### src/dft16sl_pkg.sv
// Package: shared types, constants and twiddle functions for the DFT16 level unit.
`timescale 1ns / 1ps

package dft16sl_pkg;

  localparam int FRAME_LEN = 16;
  localparam int NUM_BINS  = 8;
  localparam int IDX_W     = $clog2(FRAME_LEN);
  localparam int BIN_W     = $clog2(NUM_BINS);
  localparam int SAMPLE_W  = 8;
  localparam int ACC_W     = 16;
  localparam int SQ_W      = 27;
  localparam int LEVEL_W   = 4;
  localparam int PWR_SHIFT = 12;
  localparam int PWR_MAX   = 255;

  // round(127*cos(2*pi*m/16))
  localparam logic signed [7:0] COS_Q7 [FRAME_LEN] = '{
    8'sd127, 8'sd117, 8'sd90, 8'sd49, 8'sd0, -8'sd49, -8'sd90, -8'sd117,
    -8'sd127, -8'sd117, -8'sd90, -8'sd49, 8'sd0, 8'sd49, 8'sd90, 8'sd117
  };

  // Control that travels with one term through the MAC pipeline.
  typedef struct packed {
    logic             valid;
    logic             first;
    logic             lastj;
    logic [BIN_W-1:0] bin;
  } mac_ctl_t;

  // Finished bin sums are ready.
  typedef struct packed {
    logic             valid;
    logic [BIN_W-1:0] bin;
  } bin_done_t;

  function automatic logic signed [7:0] twiddle_re(logic [IDX_W-1:0] m);
    return COS_Q7[m];
  endfunction

  // -sin(a) == -cos(a + 3*pi/2), i.e. index offset of 12
  function automatic logic signed [7:0] twiddle_im(logic [IDX_W-1:0] m);
    logic [IDX_W-1:0] idx;
    idx = m + IDX_W'(12);
    return -COS_Q7[idx];
  endfunction

  // Count of k in 1..8 with (2k-1)^2 <= v.
  function automatic logic [LEVEL_W-1:0] level_of(logic [7:0] v);
    logic [LEVEL_W-1:0] n;
    logic [7:0]         odd;
    n = '0;
    for (int k = 1; k <= 8; k++) begin
      odd = 8'(2 * k - 1);
      if (16'(odd) * 16'(odd) <= 16'(v)) n = n + LEVEL_W'(1);
    end
    return n;
  endfunction

endpackage

### src/dft16_spectrum_levels_unit.sv
// Top level: 16-point DFT level unit with frame memory, sequencer and level stage.
`timescale 1ns / 1ps

// Channel | Ports                 | Beat taken when
// --------+-----------------------+---------------------------
// in      | start, busy, sample   | start high and busy low
// out     | strobe, level,bin,last| strobe high (one cycle)
//
// A sample that is not the 16th of its frame is written to the frame memory
// and busy stays low. The 16th sample raises busy while the sequencer issues
// 128 terms (one memory read and one re/im multiply pair per cycle, bins 0..7 by
// samples 0..15) and while the pipeline then drains.
// Eight result beats come out in bin order during that window; the last one
// carries last=1 and busy drops on the following cycle.
// Synchronous reset clears the fill count, sequencer and valid flags; the frame
// memory is not cleared, every entry is written before a frame is read.
// The receiver cannot stall: each result is shown for exactly one cycle.

module dft16_spectrum_levels_unit (
  input  logic                                  clk,
  input  logic                                  rst,
  input  logic                                  start,
  input  logic [dft16sl_pkg::SAMPLE_W-1:0]      sample,
  output logic                                  busy,
  output logic                                  strobe,
  output logic [dft16sl_pkg::LEVEL_W-1:0]       level,
  output logic [dft16sl_pkg::BIN_W-1:0]         bin,
  output logic                                  last
);

  localparam int CNT_W = dft16sl_pkg::IDX_W + dft16sl_pkg::BIN_W;

  typedef enum logic [2:0] {
    ST_IDLE  = 3'b001,
    ST_ISSUE = 3'b010,
    ST_DRAIN = 3'b100
  } state_t;

  state_t state;
  state_t state_next;

  logic [dft16sl_pkg::IDX_W-1:0]    fill;
  logic [CNT_W-1:0]                 cnt;
  logic                             accept;
  logic [dft16sl_pkg::IDX_W-1:0]    rd_idx;
  logic [dft16sl_pkg::BIN_W-1:0]    rd_bin;

  // Frame memory: one write port (input beats), one read port (sequencer)
  logic [dft16sl_pkg::SAMPLE_W-1:0] mem [dft16sl_pkg::FRAME_LEN];
  logic [dft16sl_pkg::SAMPLE_W-1:0] rd_data;

  dft16sl_pkg::mac_ctl_t            s1;
  logic [dft16sl_pkg::IDX_W-1:0]    s1_m;

  logic signed [dft16sl_pkg::ACC_W-1:0] acc_re;
  logic signed [dft16sl_pkg::ACC_W-1:0] acc_im;
  dft16sl_pkg::bin_done_t           done;

  logic [dft16sl_pkg::SQ_W-1:0]     sq_re;
  logic [dft16sl_pkg::SQ_W-1:0]     sq_im;
  logic                             s4_valid;
  logic [dft16sl_pkg::BIN_W-1:0]    s4_bin;
  logic [dft16sl_pkg::SQ_W:0]       pwr_sum;
  logic [dft16sl_pkg::SQ_W-dft16sl_pkg::PWR_SHIFT:0] pwr_shift;
  logic [7:0]                       pwr;

  assign busy   = (state != ST_IDLE);
  assign accept = start & ~busy;
  assign rd_idx = cnt[dft16sl_pkg::IDX_W-1:0];
  assign rd_bin = cnt[CNT_W-1:dft16sl_pkg::IDX_W];

  // ---------------------------------------------------------------------
  // Sequencer
  // ---------------------------------------------------------------------
  always_comb begin
    state_next = state;
    case (state)
      ST_IDLE: begin
        if (accept && (fill == dft16sl_pkg::IDX_W'(dft16sl_pkg::FRAME_LEN - 1)))
          state_next = ST_ISSUE;
      end
      ST_ISSUE: begin
        if (cnt == {CNT_W{1'b1}}) state_next = ST_DRAIN;
      end
      ST_DRAIN: begin
        if (strobe && last) state_next = ST_IDLE;
      end
      default: state_next = ST_IDLE;
    endcase
  end

  always_ff @(posedge clk) begin
    if (rst) begin
      state <= ST_IDLE;
      fill  <= '0;
      cnt   <= '0;
    end else begin
      state <= state_next;
      if (accept) fill <= fill + dft16sl_pkg::IDX_W'(1);
      if (state == ST_ISSUE) cnt <= cnt + CNT_W'(1);
      else cnt <= '0;
    end
  end

  // ---------------------------------------------------------------------
  // Frame memory: writes only while idle, reads only while issuing, so the
  // two ports never touch the same entry in one cycle.
  // ---------------------------------------------------------------------
  always_ff @(posedge clk) begin
    if (accept) mem[fill] <= sample;
    if (state == ST_ISSUE) rd_data <= mem[rd_idx];
  end

  // Control aligned with the read data; twiddle index is bin*j mod 16
  always_ff @(posedge clk) begin
    s1_m <= dft16sl_pkg::IDX_W'(rd_bin * rd_idx);
    if (rst) begin
      s1 <= '0;
    end else begin
      s1.valid <= (state == ST_ISSUE);
      s1.first <= (rd_idx == '0);
      s1.lastj <= (rd_idx == {dft16sl_pkg::IDX_W{1'b1}});
      s1.bin   <= rd_bin;
    end
  end

  dft16sl_mac u_mac (
    .clk    (clk),
    .rst    (rst),
    .ctl    (s1),
    .m      (s1_m),
    .data   (rd_data),
    .acc_re (acc_re),
    .acc_im (acc_im),
    .done   (done)
  );

  // ---------------------------------------------------------------------
  // Power and level. Squares are registered, then summed, scaled, clamped.
  // |sum| <= 10160, so each square fits in 27 bits.
  // ---------------------------------------------------------------------
  always_ff @(posedge clk) begin
    if (done.valid) begin
      sq_re <= dft16sl_pkg::SQ_W'(acc_re) * dft16sl_pkg::SQ_W'(acc_re);
      sq_im <= dft16sl_pkg::SQ_W'(acc_im) * dft16sl_pkg::SQ_W'(acc_im);
    end
    s4_bin <= done.bin;
    if (rst) s4_valid <= 1'b0;
    else     s4_valid <= done.valid;
  end

  assign pwr_sum   = {1'b0, sq_re} + {1'b0, sq_im};
  assign pwr_shift = pwr_sum[dft16sl_pkg::SQ_W:dft16sl_pkg::PWR_SHIFT];
  assign pwr       = (pwr_shift > 16'(dft16sl_pkg::PWR_MAX)) ? 8'(dft16sl_pkg::PWR_MAX)
                                                             : pwr_shift[7:0];

  always_ff @(posedge clk) begin
    level <= dft16sl_pkg::level_of(pwr);
    bin   <= s4_bin;
    last  <= (s4_bin == dft16sl_pkg::BIN_W'(dft16sl_pkg::NUM_BINS - 1));
    if (rst) strobe <= 1'b0;
    else     strobe <= s4_valid;
  end

  // ---------------------------------------------------------------------
  // Assertions
  // ---------------------------------------------------------------------
  a_strobe_in_frame: assert property (@(posedge clk) disable iff (rst)
    strobe |-> busy)
    else $error("result beat outside a frame evaluation");

  a_last_ends_frame: assert property (@(posedge clk) disable iff (rst)
    strobe && last |=> !busy && !strobe)
    else $error("frame did not end after the last bin");

  a_last_is_top_bin: assert property (@(posedge clk) disable iff (rst)
    strobe && last |-> bin == dft16sl_pkg::BIN_W'(dft16sl_pkg::NUM_BINS - 1))
    else $error("last flag on a bin other than the top one");

  a_frame_start: assert property (@(posedge clk) disable iff (rst)
    accept && (fill == dft16sl_pkg::IDX_W'(dft16sl_pkg::FRAME_LEN - 1)) |=>
      busy && (fill == '0))
    else $error("sixteenth sample did not start evaluation");

endmodule

### src/dft16sl_mac.sv
// Twiddle multiply, scale and accumulate pipeline for the real and imaginary sums.
`timescale 1ns / 1ps

module dft16sl_mac (
  input  logic                                     clk,
  input  logic                                     rst,
  input  dft16sl_pkg::mac_ctl_t                    ctl,
  input  logic [dft16sl_pkg::IDX_W-1:0]            m,
  input  logic [dft16sl_pkg::SAMPLE_W-1:0]         data,
  output logic signed [dft16sl_pkg::ACC_W-1:0]     acc_re,
  output logic signed [dft16sl_pkg::ACC_W-1:0]     acc_im,
  output dft16sl_pkg::bin_done_t                   done
);

  logic signed [7:0]      centred;
  logic signed [15:0]     p_re;
  logic signed [15:0]     p_im;
  dft16sl_pkg::mac_ctl_t  s2;
  logic signed [10:0]     term_re;
  logic signed [10:0]     term_im;

  // sample - 128 is the sample with its top bit flipped, read as signed
  assign centred = $signed(data ^ 8'h80);

  always_ff @(posedge clk) begin
    p_re <= 16'(centred) * 16'(dft16sl_pkg::twiddle_re(m));
    p_im <= 16'(centred) * 16'(dft16sl_pkg::twiddle_im(m));
    if (rst) begin
      s2 <= '0;
    end else begin
      s2 <= ctl;
    end
  end

  // p/128 toward zero, then *5
  function automatic logic signed [10:0] scale(logic signed [15:0] p);
    logic signed [8:0]  q;
    logic signed [10:0] q11;
    q = 9'(p >>> 7);
    if (p[15] && (p[6:0] != 7'd0)) q = q + 9'sd1;
    q11 = {{2{q[8]}}, q};
    return (q11 <<< 2) + q11;
  endfunction

  assign term_re = scale(p_re);
  assign term_im = scale(p_im);

  always_ff @(posedge clk) begin
    if (s2.valid) begin
      acc_re <= (s2.first ? '0 : acc_re) + {{5{term_re[10]}}, term_re};
      acc_im <= (s2.first ? '0 : acc_im) + {{5{term_im[10]}}, term_im};
    end
    if (rst) begin
      done <= '0;
    end else begin
      done.valid <= s2.valid & s2.lastj;
      done.bin   <= s2.bin;
    end
  end

endmodule

### config.mk
export PLATFORM = sky130hd
export DESIGN_NAME = dft16_spectrum_levels_unit
export DESIGN_NICKNAME = d
export VERILOG_FILES = /design/src/dft16sl_pkg.sv /design/src/dft16_spectrum_levels_unit.sv /design/src/dft16sl_mac.sv
export SDC_FILE = /design/constraint.sdc
export NUM_CORES = 2
export LEC_CHECK = 0
export BUFFER_PORTS_ARGS = -buffer_cell sky130_fd_sc_hd__buf_2
export CELL_PAD_IN_SITES_DETAIL_PLACEMENT = 1
export CELL_PAD_IN_SITES_GLOBAL_PLACEMENT = 1
export CORE_MARGIN = 2
export CORE_UTILIZATION = 30
export CTS_BUF_LIST = sky130_fd_sc_hd__clkbuf_16
export DETAILED_ROUTE_END_ITERATION = 16
export PLACE_DENSITY_LB_ADDON = 0.05
export SYNTH_ARGS = -nofsm -noshare
export SYNTH_HDL_FRONTEND = slang
export SYNTH_SLANG_ARGS = --single-unit
### constraint.sdc
create_clock -name clk -period 7.2 [get_ports clk]
set_input_delay 0 -clock clk [delete_from_list [all_inputs] [get_ports clk]]
set_output_delay 0 -clock clk [all_outputs]
set_load 0.03 [all_outputs]
==> reports/metrics.yaml <==
clock_latency_ns: 0.59
hp-class: "flip-flop to flip-flop"
synth_cell_types: 86
p_leak_nw: 17.2
max_stage_delay_ns: 0.63
yosysWarnings: 0
drc: 0
initial_core_util: 0.304
hold_path_depth: 0
yosysMostFrequentCell: "inv_1"
grt_pass1_wl_mm: 142
maxCapViolCount: 0
yosys-top-cells-area: "fa_1, edfxtp_1, ha_1"
crit_required_ns: 7.51
critPathBufInv: 6
grt_pass1_vias: 25700
dr.pass1.iters: 4
grtUsageTotal: 0.153
via_per_inst: 4.51
ys.flop_type: "edfxtp_1"
synth_fp_nets: 4108
arrival_ns: 6.91
clock_power_share: 0.509
globalRouteOverflowTotal: 0
root_buffer: "clkbuf_16"
swShare: 0.230
synth-seq-cells: 297
relSlewSlack: 0.199
synth_top_cell_area_share: 0.299
reg2regPathDepth: 24
worstSetupStartpointType: "flip-flop"
cts.clk_slew.worst_paths_ns: 0.06
detail-route-antenna-nets: 0
hold_path_end: "s4_bin[2]$_DFF_P_"
p_seq_frac: 0.473
worst-setup-path-type: "flip-flop to flip-flop"
rows: 123
design.core.area_sq_mm: 0.113
p_switching_mw: 0.897
syn_area_per_cell_sq_um: 10.4
io_buffers: 20
yosysTopAreaCell: "fa_1"
seq_area_frac_synth: 0.237
r2r_end: "sq_im[25]$_DFFE_PP_"
maxSlewViolCount: 0
rr_startpoint: "u_mac.acc_im[3]$_DFFE_PP_"
power_mw: 3.90
cp-startpoint: "u_mac.acc_im[3]$_DFFE_PP_"
synth_edf_count: 218
num_vias: 22000
cts_tree: "built"
drt-total-wl_mm: 86.0
max-clock-path-buffers: 3
status: "complete, no violations"
p_int_mw: 3.00
hold_viol: 0
die_area_sq_mm: 0.117
cp-end-kind: "flip-flop"
rsz0062_at_grt: "no"
power.density_mw_per_mm2: 103
grt_antenna_before_repair: 0
min_period_over_period: 0.917
r2r_slack_ns: 0.60
gp_congestion: 0.765
syn-cell-area_sq_mm: 0.0342
finalSetupTns_ns: 0
antenna_cells: 0
cts_num_sinks: 297
synthTopCellsByCount: "inv_1, fa_1, ha_1"
min_from: "u_mac.done[2]$_SDFF_PP0_"
period_needed_ns: 6.60
synth-async-reset-ratio: 0
die_h_um: 342
grt_max_degree: 51
p_comb_frac: 0.018
h-tree-depth: 2
setup_viol: 0
area_delta_synth_final_pct: 10.5
drive_gt1_frac: 0.0748
nNetsFinal: 4163
crit_path_cell_trace: "inv_1 -> nor2_1 -> fa_1 -> inv_1 -> fa_1 -> inv_1 -> ha_1 -> fa_1 -> inv_1 -> fa_1 -> inv_1 -> fa_1 -> ha_1 -> a21oi_1 -> o21bai_1 -> a21oi_1 -> o21ai_0 -> o41ai_1 -> buf_4 -> o2111a_1 -> nor3_1 -> a41oi_1 -> a21oi_1 -> xor2_1"
cpMaxStageDelayCell: "edfxtp_1"
syn-instance-count: 3281
hpwl_mm: 70.7
critPathTopFamily: "adder cells"
fmax_ghz: 0.151
wl_per_cell_um: 17.7
die_x_um: 342
pin_count: 21
drt-initial-drc-count: 837
worst_pin_slew_ns: 1.20
crit_fanout: 14
cts_buffers: 40
clock_skew_ns: 0.0452
vdd_drop_max_mv: 0.178
[cells in the final DEF, fill, tap and decap left out, types with 20 or more instances in the layout]
master / n
nand3_1: 22
xnor2_1: 160
a21o_1: 24
nor3_1: 36
and2_1: 160
nor2_1: 136
o21ai_0: 43
inv_1: 756
nor2b_1: 64
mux4_2: 40
edfxtp_1: 218
xor2_1: 41
nand2b_1: 38
dfxtp_1: 75
o21bai_1: 46
clkbuf_16: 40
a21oi_1: 116
nand2_1: 209
buf_4: 62
fa_1: 511
buf_2: 20
ha_1: 303
[cell type report]
| type | instances | area [sq um] |
|---|---|---|
| Inverter | 747 | 2800 |
| Sequential cell | 297 | 8130 |
| Timing Repair Buffer | 93 | 676 |
| Clock buffer | 40 | 1000 |
| Multi-Input combinational cell | 2157 | 23100 |
| Clock inverter | 34 | 304 |
| Tap cell | 1500 | 1880 |
| Fill cell | 12600 | 75000 |
[worst reg2reg max path: stages (launching register included)]
cell and delay (ns):
edfxtp_1 0.63, inv_1 0.16, nor2_1 0.08, fa_1 0.54, inv_1 0.07, fa_1 0.53, inv_1 0.04, ha_1 0.18
fa_1 0.48, inv_1 0.05, fa_1 0.52, inv_1 0.05, fa_1 0.43, ha_1 0.33, a21oi_1 0.24, o21bai_1 0.10
a21oi_1 0.25, o21ai_0 0.21, o41ai_1 0.36, buf_4 0.20, o2111a_1 0.23, nor3_1 0.09, a41oi_1 0.26, a21oi_1 0.12
xor2_1 0.16
[power groups by stage]
stage | Clock (mW) | Sequential, mW | Combinational (mW)
finish | 1.99 | 1.84 | 0.0707
global route | 2.13 | 1.84 | 0.0798
CTS | 2.07 | 1.84 | 0.0727
detailed placement | 0 | 1.88 | 0.0672
global placement | 0 | 1.88 | 0.0644
floorplan | 0 | 1.88 | 0.0389
[logic make-up after synthesis]
group                    count (synthesis)  share of synthesized area
multiplexers                            53                     0.0305
XOR/XNOR                               209                     0.0553
AND/OR/NAND/NOR                        754                      0.113
buffers and inverters                  827                     0.0912
adder cells (fa/ha/maj)                816                      0.410
flip-flops                             297                      0.237
AO/OA/AOI/OAI                          325                     0.0623
[repair_timing]
action | in CTS | in global routing
buffers inserted | 0 | 2
resized for setup | 0 | 12
hold buffers | 11 | 0
endpoints found under the hold margin | 152 | 0
setup endpoints to repair | 0 | 5
[sequential cells by signal (all words and copies together), names as in the netlist, 4 cells and up]
register,count
u_mac.p_im,16
mem,128
s1_m,4
u_mac.done,4
cnt,7
sq_re,25
u_mac.acc_re,16
u_mac.p_re,16
sq_im,25
rd_data,8
fill,4
s1,6
u_mac.s2,6
level,4
u_mac.acc_im,16
[how the worst max path moves through the flow]
stage | slack [ns] | cells after the start | to
3_3_place_gp | 0.49 | 27 | u_mac.p_im[15]$_DFF_P_
4_1_cts | 0.24 | 27 | u_mac.p_im[15]$_DFF_P_
3_5_place_dp | 0.28 | 27 | u_mac.p_im[15]$_DFF_P_
2_1_floorplan | 1.0 | 21 | sq_re[25]$_DFFE_PP_
6_report | 0.60 | 24 | sq_im[25]$_DFFE_PP_
5_1_grt | 0.03 | 27 | u_mac.p_im[15]$_DFF_P_
[stage by stage]
stage	instances	util	hold slack, ns	instance area, sq um	setup slack [ns]
after floorplan	3281	-	0.0716	34200	0.998
after CTS	4866	0.335	0.300	37800	0.240
after global routing	4868	0.336	0.333	37900	0.0294
final	4868	0.336	0.327	37900	0.596
after global placement	4781	0.322	0.313	36400	0.486
after detailed placement	4781	0.322	0.313	36400	0.281
[metal layers]
layer / track usage / up-vias / part of all wire
met5: 0 / - / 0
met4: 0.0297 / 0 / 0.017
met3: 0.0181 / 75 / 0.023
met2: 0.270 / 148 / 0.49
met1: 0.203 / 11300 / 0.47
li1: - / 10400 / -
No activity file was read; power rests on OpenSTA's default activity.
